File: src/design/alist_pkg.sv
// Shared definitions for the array list engine: operation and status codes,
// field widths and the result record passed from sequencer to output stage.
// No dependencies.
package alist_pkg;

  // Field widths fixed by the external interface
  localparam int VALUE_W = 32;
  localparam int POS_W   = 8;
  localparam int MODE_W  = 3;
  localparam int STAT_W  = 3;
  localparam int COUNT_W = 9;

  // Default list capacity and limit register reset value
  localparam int DEF_CAPACITY = 256;
  localparam logic [COUNT_W-1:0] LIMIT_RESET = 9'd256;

  // Operation codes carried in mode
  localparam logic [MODE_W-1:0] MODE_PUSH   = 3'd0;
  localparam logic [MODE_W-1:0] MODE_POP    = 3'd1;
  localparam logic [MODE_W-1:0] MODE_INSERT = 3'd2;
  localparam logic [MODE_W-1:0] MODE_ERASE  = 3'd3;
  localparam logic [MODE_W-1:0] MODE_FIND   = 3'd4;
  localparam logic [MODE_W-1:0] MODE_SORT   = 3'd5;
  localparam logic [MODE_W-1:0] MODE_READ   = 3'd6;

  // Status codes
  localparam logic [STAT_W-1:0] ST_OK       = 3'd0;
  localparam logic [STAT_W-1:0] ST_EMPTY    = 3'd1;
  localparam logic [STAT_W-1:0] ST_FULL     = 3'd2;
  localparam logic [STAT_W-1:0] ST_RANGE    = 3'd3;
  localparam logic [STAT_W-1:0] ST_NOTFOUND = 3'd4;

  // One finished result
  typedef struct packed {
    logic [VALUE_W-1:0] read_value;
    logic [POS_W-1:0]   found_index;
    logic [STAT_W-1:0]  status;
    logic [COUNT_W-1:0] entry_count;
  } res_t;

endpackage

File: src/design/alist_seq.sv
// Operation sequencer for the array list engine: holds the entry count and
// walks the entry memory for each request. Depends on alist_pkg.
module alist_seq
  import alist_pkg::*;
#(
  parameter int CAPACITY = DEF_CAPACITY,
  parameter int IW = $clog2(CAPACITY),
  parameter int CW = $clog2(CAPACITY + 1)
) (
  input  logic               clk,
  input  logic               rst,
  // request side
  input  logic               req_valid,
  output logic               req_stall,
  input  logic [MODE_W-1:0]  mode,
  input  logic [VALUE_W-1:0] item_value,
  input  logic [POS_W-1:0]   position,
  input  logic [CW-1:0]      lim,
  // result side
  output logic               res_valid,
  input  logic               res_take,
  output res_t               res,
  // entry memory
  output logic               mem_wr_en,
  output logic [IW-1:0]      mem_wr_addr,
  output logic [VALUE_W-1:0] mem_wr_data,
  output logic               mem_rd_en,
  output logic [IW-1:0]      mem_rd_addr,
  input  logic [VALUE_W-1:0] mem_rd_data
);

  // Common width for comparisons against narrow or wide port fields
  localparam int LW = (CW > COUNT_W) ? CW : COUNT_W;

  typedef enum logic [3:0] {
    S_IDLE, S_RDWAIT, S_SHIFT, S_INSFIN, S_FIND,
    S_SOUT, S_SHELD, S_SCMP, S_SPLACE, S_DONE
  } state_t;

  state_t             state, state_next;
  logic [CW-1:0]      count, count_next;
  logic [CW-1:0]      ptr, ptr_next;
  logic [CW-1:0]      rem, rem_next;
  logic [CW-1:0]      j, j_next;
  logic [CW-1:0]      cidx, cidx_next;
  logic [VALUE_W-1:0] held, held_next;
  logic [VALUE_W-1:0] val, val_next;
  logic [IW-1:0]      wr_tgt, wr_tgt_next;
  logic [IW-1:0]      pos_i, pos_i_next;
  logic               pend, pend_next;
  logic               ins, ins_next;
  logic [VALUE_W-1:0] res_rd, res_rd_next;
  logic [POS_W-1:0]   res_found, res_found_next;
  logic [STAT_W-1:0]  res_status, res_status_next;

  logic [LW-1:0] pos_ext, count_ext, lim_ext, cidx_ext;
  logic [CW-1:0] pos_cw, cnt_m1, ptr_p1, ptr_m1, j_m1, j_m2;

  assign pos_ext   = LW'(position);
  assign count_ext = LW'(count);
  assign lim_ext   = LW'(lim);
  assign cidx_ext  = LW'(cidx);
  assign pos_cw    = pos_ext[CW-1:0];
  assign cnt_m1    = count - 1'b1;
  assign ptr_p1    = ptr + 1'b1;
  assign ptr_m1    = ptr - 1'b1;
  assign j_m1      = j - 1'b1;
  assign j_m2      = j - CW'(2);

  assign req_stall = (state != S_IDLE);
  assign res_valid = (state == S_DONE);

  always_comb begin
    res.read_value  = res_rd;
    res.found_index = res_found;
    res.status      = res_status;
    res.entry_count = count_ext[COUNT_W-1:0];
  end

  // Next-state and memory access decode
  always_comb begin
    state_next      = state;
    count_next      = count;
    ptr_next        = ptr;
    rem_next        = rem;
    j_next          = j;
    cidx_next       = cidx;
    held_next       = held;
    val_next        = val;
    wr_tgt_next     = wr_tgt;
    pos_i_next      = pos_i;
    pend_next       = pend;
    ins_next        = ins;
    res_rd_next     = res_rd;
    res_found_next  = res_found;
    res_status_next = res_status;
    mem_wr_en       = 1'b0;
    mem_wr_addr     = '0;
    mem_wr_data     = '0;
    mem_rd_en       = 1'b0;
    mem_rd_addr     = ptr[IW-1:0];

    case (state)
      S_IDLE: begin
        if (req_valid) begin
          val_next        = item_value;
          pos_i_next      = pos_ext[IW-1:0];
          res_rd_next     = '0;
          res_found_next  = '0;
          res_status_next = ST_OK;
          pend_next       = 1'b0;
          state_next      = S_DONE;
          case (mode)
            MODE_PUSH: begin
              if (count_ext >= lim_ext) begin
                res_status_next = ST_FULL;
              end else begin
                mem_wr_en   = 1'b1;
                mem_wr_addr = count[IW-1:0];
                mem_wr_data = item_value;
                count_next  = count + 1'b1;
              end
            end
            MODE_POP: begin
              if (count == '0) begin
                res_status_next = ST_EMPTY;
              end else begin
                count_next  = cnt_m1;
                mem_rd_en   = 1'b1;
                mem_rd_addr = cnt_m1[IW-1:0];
                state_next  = S_RDWAIT;
              end
            end
            MODE_INSERT: begin
              if (pos_ext >= count_ext) begin
                res_status_next = ST_RANGE;
              end else if (count_ext >= lim_ext) begin
                res_status_next = ST_FULL;
              end else begin
                ins_next   = 1'b1;
                ptr_next   = cnt_m1;
                rem_next   = count - pos_cw;
                state_next = S_SHIFT;
              end
            end
            MODE_ERASE: begin
              if (count == '0) begin
                res_status_next = ST_EMPTY;
              end else if (pos_ext >= count_ext) begin
                res_status_next = ST_RANGE;
              end else begin
                count_next = cnt_m1;
                ins_next   = 1'b0;
                ptr_next   = pos_cw + 1'b1;
                rem_next   = cnt_m1 - pos_cw;
                state_next = S_SHIFT;
              end
            end
            MODE_FIND: begin
              ptr_next   = '0;
              state_next = S_FIND;
            end
            MODE_SORT: begin
              ptr_next   = CW'(1);
              state_next = S_SOUT;
            end
            MODE_READ: begin
              if (pos_ext >= count_ext) begin
                res_status_next = ST_RANGE;
              end else begin
                mem_rd_en   = 1'b1;
                mem_rd_addr = pos_ext[IW-1:0];
                state_next  = S_RDWAIT;
              end
            end
            default: begin
              state_next = S_DONE;
            end
          endcase
        end
      end

      S_RDWAIT: begin
        res_rd_next = mem_rd_data;
        state_next  = S_DONE;
      end

      // Move entries one place: read one, write it back in the next cycle
      S_SHIFT: begin
        if (pend) begin
          mem_wr_en   = 1'b1;
          mem_wr_addr = wr_tgt;
          mem_wr_data = mem_rd_data;
        end
        if (rem != '0) begin
          mem_rd_en   = 1'b1;
          mem_rd_addr = ptr[IW-1:0];
          pend_next   = 1'b1;
          wr_tgt_next = ins ? ptr_p1[IW-1:0] : ptr_m1[IW-1:0];
          ptr_next    = ins ? ptr_m1 : ptr_p1;
          rem_next    = rem - 1'b1;
        end else begin
          pend_next  = 1'b0;
          state_next = ins ? S_INSFIN : S_DONE;
        end
      end

      S_INSFIN: begin
        mem_wr_en   = 1'b1;
        mem_wr_addr = pos_i;
        mem_wr_data = val;
        count_next  = count + 1'b1;
        state_next  = S_DONE;
      end

      // Linear scan, compare is done in the cycle after the read
      S_FIND: begin
        if (pend && (mem_rd_data == val)) begin
          res_found_next = cidx_ext[POS_W-1:0];
          state_next     = S_DONE;
        end else if (ptr < count) begin
          mem_rd_en   = 1'b1;
          mem_rd_addr = ptr[IW-1:0];
          pend_next   = 1'b1;
          cidx_next   = ptr;
          ptr_next    = ptr_p1;
        end else begin
          res_status_next = ST_NOTFOUND;
          state_next      = S_DONE;
        end
      end

      // Insertion sort: ptr is the outer index, j the hole position
      S_SOUT: begin
        if (ptr >= count) begin
          state_next = S_DONE;
        end else begin
          mem_rd_en   = 1'b1;
          mem_rd_addr = ptr[IW-1:0];
          state_next  = S_SHELD;
        end
      end

      S_SHELD: begin
        held_next   = mem_rd_data;
        j_next      = ptr;
        mem_rd_en   = 1'b1;
        mem_rd_addr = ptr_m1[IW-1:0];
        state_next  = S_SCMP;
      end

      S_SCMP: begin
        mem_wr_en   = 1'b1;
        mem_wr_addr = j[IW-1:0];
        if ($signed(held) < $signed(mem_rd_data)) begin
          mem_wr_data = mem_rd_data;
          j_next      = j_m1;
          if (j == CW'(1)) begin
            state_next = S_SPLACE;
          end else begin
            mem_rd_en   = 1'b1;
            mem_rd_addr = j_m2[IW-1:0];
          end
        end else begin
          mem_wr_data = held;
          ptr_next    = ptr_p1;
          state_next  = S_SOUT;
        end
      end

      S_SPLACE: begin
        mem_wr_en   = 1'b1;
        mem_wr_addr = j[IW-1:0];
        mem_wr_data = held;
        ptr_next    = ptr_p1;
        state_next  = S_SOUT;
      end

      S_DONE: begin
        if (res_take) begin
          state_next = S_IDLE;
        end
      end

      default: begin
        state_next = S_IDLE;
      end
    endcase
  end

  // State and registered outputs
  always_ff @(posedge clk) begin
    if (rst) begin
      state <= S_IDLE;
      count <= '0;
      pend  <= 1'b0;
    end else begin
      state <= state_next;
      count <= count_next;
      pend  <= pend_next;
    end
    ptr        <= ptr_next;
    rem        <= rem_next;
    j          <= j_next;
    cidx       <= cidx_next;
    held       <= held_next;
    val        <= val_next;
    wr_tgt     <= wr_tgt_next;
    pos_i      <= pos_i_next;
    ins        <= ins_next;
    res_rd     <= res_rd_next;
    res_found  <= res_found_next;
    res_status <= res_status_next;
  end

endmodule

File: config.mk
export PLATFORM = sky130hd
export DESIGN_NAME = alist_seq
export DESIGN_NICKNAME = d
export VERILOG_FILES = /design/src/design/alist_pkg.sv /design/src/design/alist_seq.sv
export SDC_FILE = /design/constraint.sdc
export NUM_CORES = 1
export LEC_CHECK = 0
export BUFFER_PORTS_ARGS = -buffer_cell sky130_fd_sc_hd__buf_4
export CORE_AREA = 2 2 283 145
export CTS_BUF_LIST = sky130_fd_sc_hd__clkbuf_8
export DETAILED_ROUTE_END_ITERATION = 8
export DIE_AREA = 0 0 285 147
export PLACE_DENSITY = 0.54
export SLEW_MARGIN = 15
export SYNTH_ARGS = -nofsm -noshare
export SYNTH_HDL_FRONTEND = slang
export SYNTH_SLANG_ARGS = --single-unit
export TNS_END_PERCENT = 100
File: constraint.sdc
create_clock -name clk -period 4.2 [get_ports clk]
set_input_delay 0.63 -clock clk [delete_from_list [all_inputs] [get_ports clk]]
set_output_delay 0.63 -clock clk [all_outputs]
set_load 0.005 [all_outputs]
# [Word-level counts from Yosys, hierarchy flattened]
# Cells that the tools add are included.
[totals] wordCells=208 out_inout_bits=104 input_bits=88 reg_bits=173
[op_classes] bitwise=1 muxes=105 reduce_logical=30 eq_ne=42 order_cmp=5 add_sub_neg=10
[ops] operator="9-bit two-way mux" n=22
[ops] operator="32-bit two-way mux" n=6
[ops] operator="32-bit case mux with 5 select lines" n=1
[ops] operator="8-bit two-way mux" n=12
[ops] operator="9-bit case mux with 2 select lines" n=4
[ops] operator="32-bit case mux with 2 select lines" n=1
[ops] operator="4-bit two-way mux" n=15
[ops] operator="9-bit case mux with 5 select lines" n=1
[ops] operator="4-bit case mux with 9 select lines" n=1
[ops] operator="9-bit case mux with 4 select lines" n=1
[ops] operator="9-bit by 1-bit subtractor with 9-bit output (second input constant)" n=4
[ops] operator="32-bit == test" n=1
[ops] operator="32-bit less-than comparator" n=1
[ops] operator="8-bit case mux with 2 select lines" n=2
[ops] operator="8-bit case mux with 4 select lines" n=1
[ops] operator="9-bit case mux with 3 select lines" n=1
[ops] operator="2-bit != test (second input constant)" n=13
[ops] operator="3-bit != test (second input constant)" n=8
[ops] operator="4-bit case mux with 6 select lines" n=1
[ops] operator="8-bit case mux with 3 select lines" n=1
[ops] operator="1-bit two-way mux" n=21
[ops] operator="9-bit by 1-bit adder with 9-bit output (second input constant)" n=2
[ops] operator="9-bit >= comparator" n=2
[ops] operator="9-bit by 8-bit subtractor with 9-bit output" n=2
[ops] operator="other kinds (42)" n=69

# [Longest topological paths before layout]
[depth] word_depth=7 ltp_mapped=13 depth_no_buf=12

# [Least setup slack after synthesis]
# OpenSTA, ideal clock, no wires.
[synth_timing] kind="input port to flip-flop" from="input port position[4]" to="register rem[0], enable pin" slack_ns=0.474 t_required_ns=3.801 setup_ns=0.399 stages=9 arrival_ns=3.326 n_path_buf=0 cell_sequence="inv_1 -> ha_1 -> and3_1 -> and3_1 -> mux2_2 -> a21oi_2 -> a31oi_1 -> a211o_1 -> nor4_1"
[synth_via] elab_chain_len=3
[synth_rtl] element="from (decl)" line="alist_seq.sv:17" rtl="input logic [POS_W-1:0] position,"
[synth_rtl] element="8-bit by 9-bit >= comparator with 1-bit output *" line="alist_seq.sv:135, alist_seq.sv:149"
[synth_rtl] element="3-bit != test (no line)"
[synth_rtl] element="8-bit AND reduction (no line) *"
[synth_rtl] element="to (signal assigned)" line="alist_seq.sv:303" rtl="rem <= rem_next;"
[synth_rtl] element="to (decl)" line="alist_seq.sv:43" rtl="logic [CW-1:0] rem, rem_next;"
# Mark *: on every way between the ends. The rest lies on a longest branch, timed or not.
# A chain may end at the register's enable or synchronous reset.

# [Worst setup path in the final report]
[layout_timing] from="register count[4]" to="output port mem_rd_addr[7]"
[layout_via] elab_chain_len=5
[layout_rtl] element="from (decl)" line="alist_seq.sv:41" rtl="logic [CW-1:0] count, count_next;"
[layout_rtl] element="from (signal assigned)" line="alist_seq.sv:299" rtl="count <= count_next;"
[layout_rtl] element="9-bit by 1-bit subtractor with 9-bit output (tied with other cells)" line="alist_seq.sv:64" rtl="assign cnt_m1 = count - 1'b1;"
[layout_rtl] element="8-bit two-way mux (on tied branches)" line="alist_seq.sv:125, alist_seq.sv:168"
[layout_rtl] element="8-bit case mux with 2 select lines *" line="alist_seq.sv:113" rtl="case (mode)"
[layout_rtl] element="8-bit two-way mux *" line="alist_seq.sv:105" rtl="if (req_valid) begin"
[layout_rtl] element="8-bit case mux with 3 select lines *" line="alist_seq.sv:103" rtl="case (state)"
[layout_rtl] element="to (decl)" line="alist_seq.sv:28" rtl="output logic [IW-1:0] mem_rd_addr,"
# Marked as above.

==> results summary <==
The final instance area is 14840 µm². The post-synthesis cell type count came out at 75. The largest clock skew in the final design came out at 0.03109 ns.

The path class of the tightest hold or removal check is in2reg. STA classifies the critical path startpoint as a flip-flop. In this run the vertical extent of the chip is 147 µm. The cell sitting at the root of the clock tree is a clkbuf_8. The starting DRC count in detailed routing is 1536.

The synthesized design contains 173 register bits. The worst register-to-register path ends at rem[0]. The total number of clock tree sinks came out at 173. The largest voltage drop on the vdd net is 0.0002585 V. On the final layout, the worst hold slack is 0.2591 ns. The number of cell instances on the worst register-to-register path came out at 10. The layout has 4013 filler cells.

The die footprint came out at 41900 µm². The final number of setup-violating endpoints came out at 8. The critical-path maximum fanout is 9. The number of global-route vias before repair is 9989. The number of antenna violations at the first check in global routing was 1. The hold buffer count at cts is 0. The post-route setup TNS is -0.1792 ns. The wire length per cell after detailed routing came out at 23.87 µm.

0 antenna diodes ended up in the layout. The total placed instance area came out at 14110 µm². The worst-skew pair later-pin latency is 0.55 ns. The worst-case headroom to the max-slew limit is 23.37%. The number of nets with antenna violations after routing is 0. The minimum setup slack in the final design is -0.05794 ns.

The synthesis warning total is 0. The share of layout cells above drive strength 1 is 23.46%. The startpoint of the worst register-to-register path is count[4]. The reported leakage power is 6.060 nW. In the synthesized netlist the dominant register cell turns out to be edfxtp_1. The first-pass detailed-route iteration total came out at 6. The maximum buffer depth of the clock tree is 2. The number of nets in the layout is 1563. For this run the aggregate overflow at the end of global routing stands at 0. Data on the critical path is required at its endpoint by 3.57 ns. The wire-length estimate of the detail-placed layout is 34.74 mm. The I/O pin count is 192. The final count of pins violating max slew came to 0.

The post-CTS clock slew at the launch and capture registers of the worst setup and hold paths came out at 0.13 ns. Summing the sequential cell areas from Yosys gives 43.08% of the chip area. The congestion estimate from routability-driven global placement came to 0.9202. The total number of vias came out at 10850. The flow ran to the end, but the final reports show violations.

The count of max-cap constraint violations is 0. The port buffer count came out at 191. The final core utilization is 37.38%.

The total DRC errors in the routed layout is 0. The async set or reset register ratio after synthesis is 0%. The post-synthesis area per instance came out at 9.960 µm². The H-tree was split into 4 levels. The maximum clock frequency came out at 234.9 MHz. The slew at the pin with the worst max-slew slack is 1.149 ns.

The maximum number of pins on one net before global-route repair came out at 55. STA classifies the critical path endpoint as an output port. The cell area after technology mapping is 11730 µm². The worst path uses 101.4% of the clock period. The design internal power is 5.124 mW. The critical path goes through ha_1, and3_1, a221oi_1, buf_4, a21oi_2, and3_1, buf_12, a22oi_1, o221ai_1, a221o_1, buf_4. The post-route total power is 9.318 mW. The power dissipated by switching net loads is 4.194 mW. The proportion of total power due to net switching is 45.01%. The number of failing hold endpoints at the final stage came out at 0. The final reports fail on negative setup slack.

The sequential fraction of design power came out at 32.4%. The pre-CTS setup slack is -0.05086 ns. The area added between synthesis and finish is 26.45%. Counting every instance in the synthesized netlist gives 1178.

The combined global-route utilization of all metal layers came out at 21.78%. The number of rows in the core area came out at 52. The total instance count after detailed placement came out at 1900. The post-route non-filler standard cell count came out at 1951. The total detailed-routing wirelength is 46.57 mm. Counting every net in the synthesized netlist gives 1343. The number of CTS-inserted buffers came out at 17. Setup repair after global routing could not meet its margin everywhere.

Yosys mapped a number of flops with a built-in enable equal to 159. The wire length of the first global-routing pass is 67.17 mm. The number of instances on the worst hold path is 1. The TritonCTS clock tree is done. The path with the worst hold slack has its endpoint at val[13]. The initial core utilization came out at 29.56%. On the critical path, the stage with the largest delay is an instance of dfxtp_1. The total power density per cell area is 628.1 nW/µm².

On the worst path, the slowest cell contributes a delay of 0.50 ns. In this run the most critical hold path is launched from item_value[13]. After layout, the minimum clock period comes to 4.258 ns. The combinational fraction of design power came out at 53.7%. The post-detailed-route via-to-cell ratio is 5.561. The horizontal die dimension is 285 µm. The critical path in this run is classified as reg2out.

The critical path data arrival time came out at 3.63 ns. The minimum setup slack among reg-to-reg paths is 0.78 ns. The share of power burned in the clock network is 13.9%. The core area came out at 39690 µm².
[power groups by stage]
stage	sequential (mW)	clock (mW)	combinational, mW
final	3.02	1.29	5.00
after detailed placement	3.04	0	4.79
after global routing	3.07	1.38	5.36
after global placement	3.03	0	4.74
after CTS	3.00	1.32	4.85
after floorplan	2.89	0	2.67
[flip-flops by register name, indices dropped and copies added (netlist names)]
name,flops
res_found,8
val,32
j,9
rem,9
wr_tgt,8
ins,1
pend,1
res_status,3
res_rd,32
ptr,9
cidx,8
pos_i,8
count,9
state,4
held,32
[worst max-delay path, delay by kind of cell (launching register included)]
family	cells	cell delay, ns
DFF	1	0.50
AOI/OAI and AO/OA	5	1.26
adders and majority gates	1	0.34
and+or+nand+nor	2	0.48
buffers and inverters	3	0.51
[synthesized netlist by cell type, drive strengths merged (3+ instances only)]
library cell / n / share of area [%]
nor2: 70 / 2.2
o21a: 5 / 0.32
o211ai: 37 / 2.4
nor4: 17 / 0.96
o21ai: 53 / 2.3
o22ai: 6 / 0.32
nor3: 38 / 1.8
nor2b: 10 / 0.53
clkinv: 4 / 0.13
o221ai: 3 / 0.22
xnor2: 48 / 3.6
nand2: 100 / 3.2
a311oi: 3 / 0.22
a222oi: 33 / 2.8
a21o: 11 / 0.70
a21oi: 48 / 2.1
ha: 75 / 8.0
a22oi: 17 / 1.1
o21bai: 4 / 0.26
or4: 3 / 0.19
dfxtp: 14 / 2.4
buf: 9 / 0.39
o2111ai: 4 / 0.30
xor2: 45 / 3.4
clkbuf: 58 / 1.9
inv: 76 / 2.4
and2: 14 / 0.75
a211oi: 11 / 0.70
a211o: 3 / 0.22
nand3: 15 / 0.64
nand2b: 17 / 0.91
nor3b: 5 / 0.32
mux2i: 37 / 3.2
edfxtp: 159 / 41
or2: 3 / 0.16
and3: 40 / 2.1
o31ai: 6 / 0.38
a221o: 18 / 1.5
a221oi: 3 / 0.28
a22o: 9 / 0.67
nand4: 8 / 0.43
a31oi: 11 / 0.64
[how the worst max path moves through the flow]
stage               slack, ns             from              to  depth (start not counted)
CTS                     -0.02         held[17]  mem_rd_addr[1]                         10
detailed placement      -0.05  mem_rd_data[17]  mem_rd_addr[4]                         11
global placement        0.009  mem_rd_data[17]  mem_rd_addr[3]                         11
finish                  -0.06         count[4]  mem_rd_addr[7]                         11
floorplan                0.47      position[4]          rem[0]                          9
global route            -0.14         held[17]  mem_rd_addr[4]                         10
[repair_timing]
item / CTS / global route
resized for setup: 15 / 6
setup buffers: 8 / 10
cloned: 1 / 1
pin swaps: 11 / 5
setup endpoints to repair: 27 / 31
endpoints found under the hold margin: 0 / 0
[placed cells by master, fill, tap and decap left out, types with 5 or more instances in the layout]
| master | n |
|---|---|
| mux2i_1 | 36 |
| and3_1 | 40 |
| a21oi_1 | 47 |
| ha_1 | 74 |
| o211ai_1 | 36 |
| clkbuf_8 | 17 |
| a222oi_1 | 33 |
| nand3_1 | 14 |
| edfxtp_1 | 159 |
| a221o_1 | 18 |
| o21a_1 | 5 |
| nor2b_1 | 9 |
| a21o_1 | 11 |
| inv_1 | 74 |
| nor3_1 | 36 |
| o21ai_0 | 51 |
| clkinv_8 | 6 |
| a22o_1 | 9 |
| a211oi_1 | 11 |
| a22oi_1 | 17 |
| nor3b_1 | 5 |
| nor2_1 | 67 |
| xor2_1 | 45 |
| buf_12 | 6 |
| nand2_1 | 100 |
| and2_1 | 12 |
| xnor2_1 | 48 |
| o22ai_1 | 6 |
| dfxtp_1 | 12 |
| o31ai_1 | 6 |
| nor4_1 | 15 |
| a31oi_1 | 10 |
| nand4_1 | 8 |
| nand2b_1 | 17 |
| buf_4 | 256 |
[cell type report]
cell class | count | area [µm²] | share of cell area (%)
multi-input combinational | 858 | 6221 | 41.93
sequential | 173 | 5057 | 34.09
timing repair buffer | 268 | 2156 | 14.53
tap | 540 | 675.6 | 4.554
inverter | 80 | 300.3 | 2.024
clock buffer | 17 | 234.0 | 1.577
clock inverter | 15 | 191.4 | 1.290
[logic make-up after synthesis]
family / count (synthesis) / share of synthesized area, %
simple gates: 353 / 15.20
buf+inv: 147 / 4.820
mux: 39 / 3.349
flops: 173 / 43.08
compound gates: 296 / 18.27
xor+xnor: 93 / 6.943
fa+ha+maj: 77 / 8.340
[layer usage]
layer  global-route usage, %  wire [µm]  vias up
li1                        -          -     4888
met1                   35.48      23290     5310
met2                   26.85      17110      606
met3                   6.522       5510       42
met4                   4.529        550        4
met5                   1.591        103        -
No activity file was read; power rests on OpenSTA's default activity.
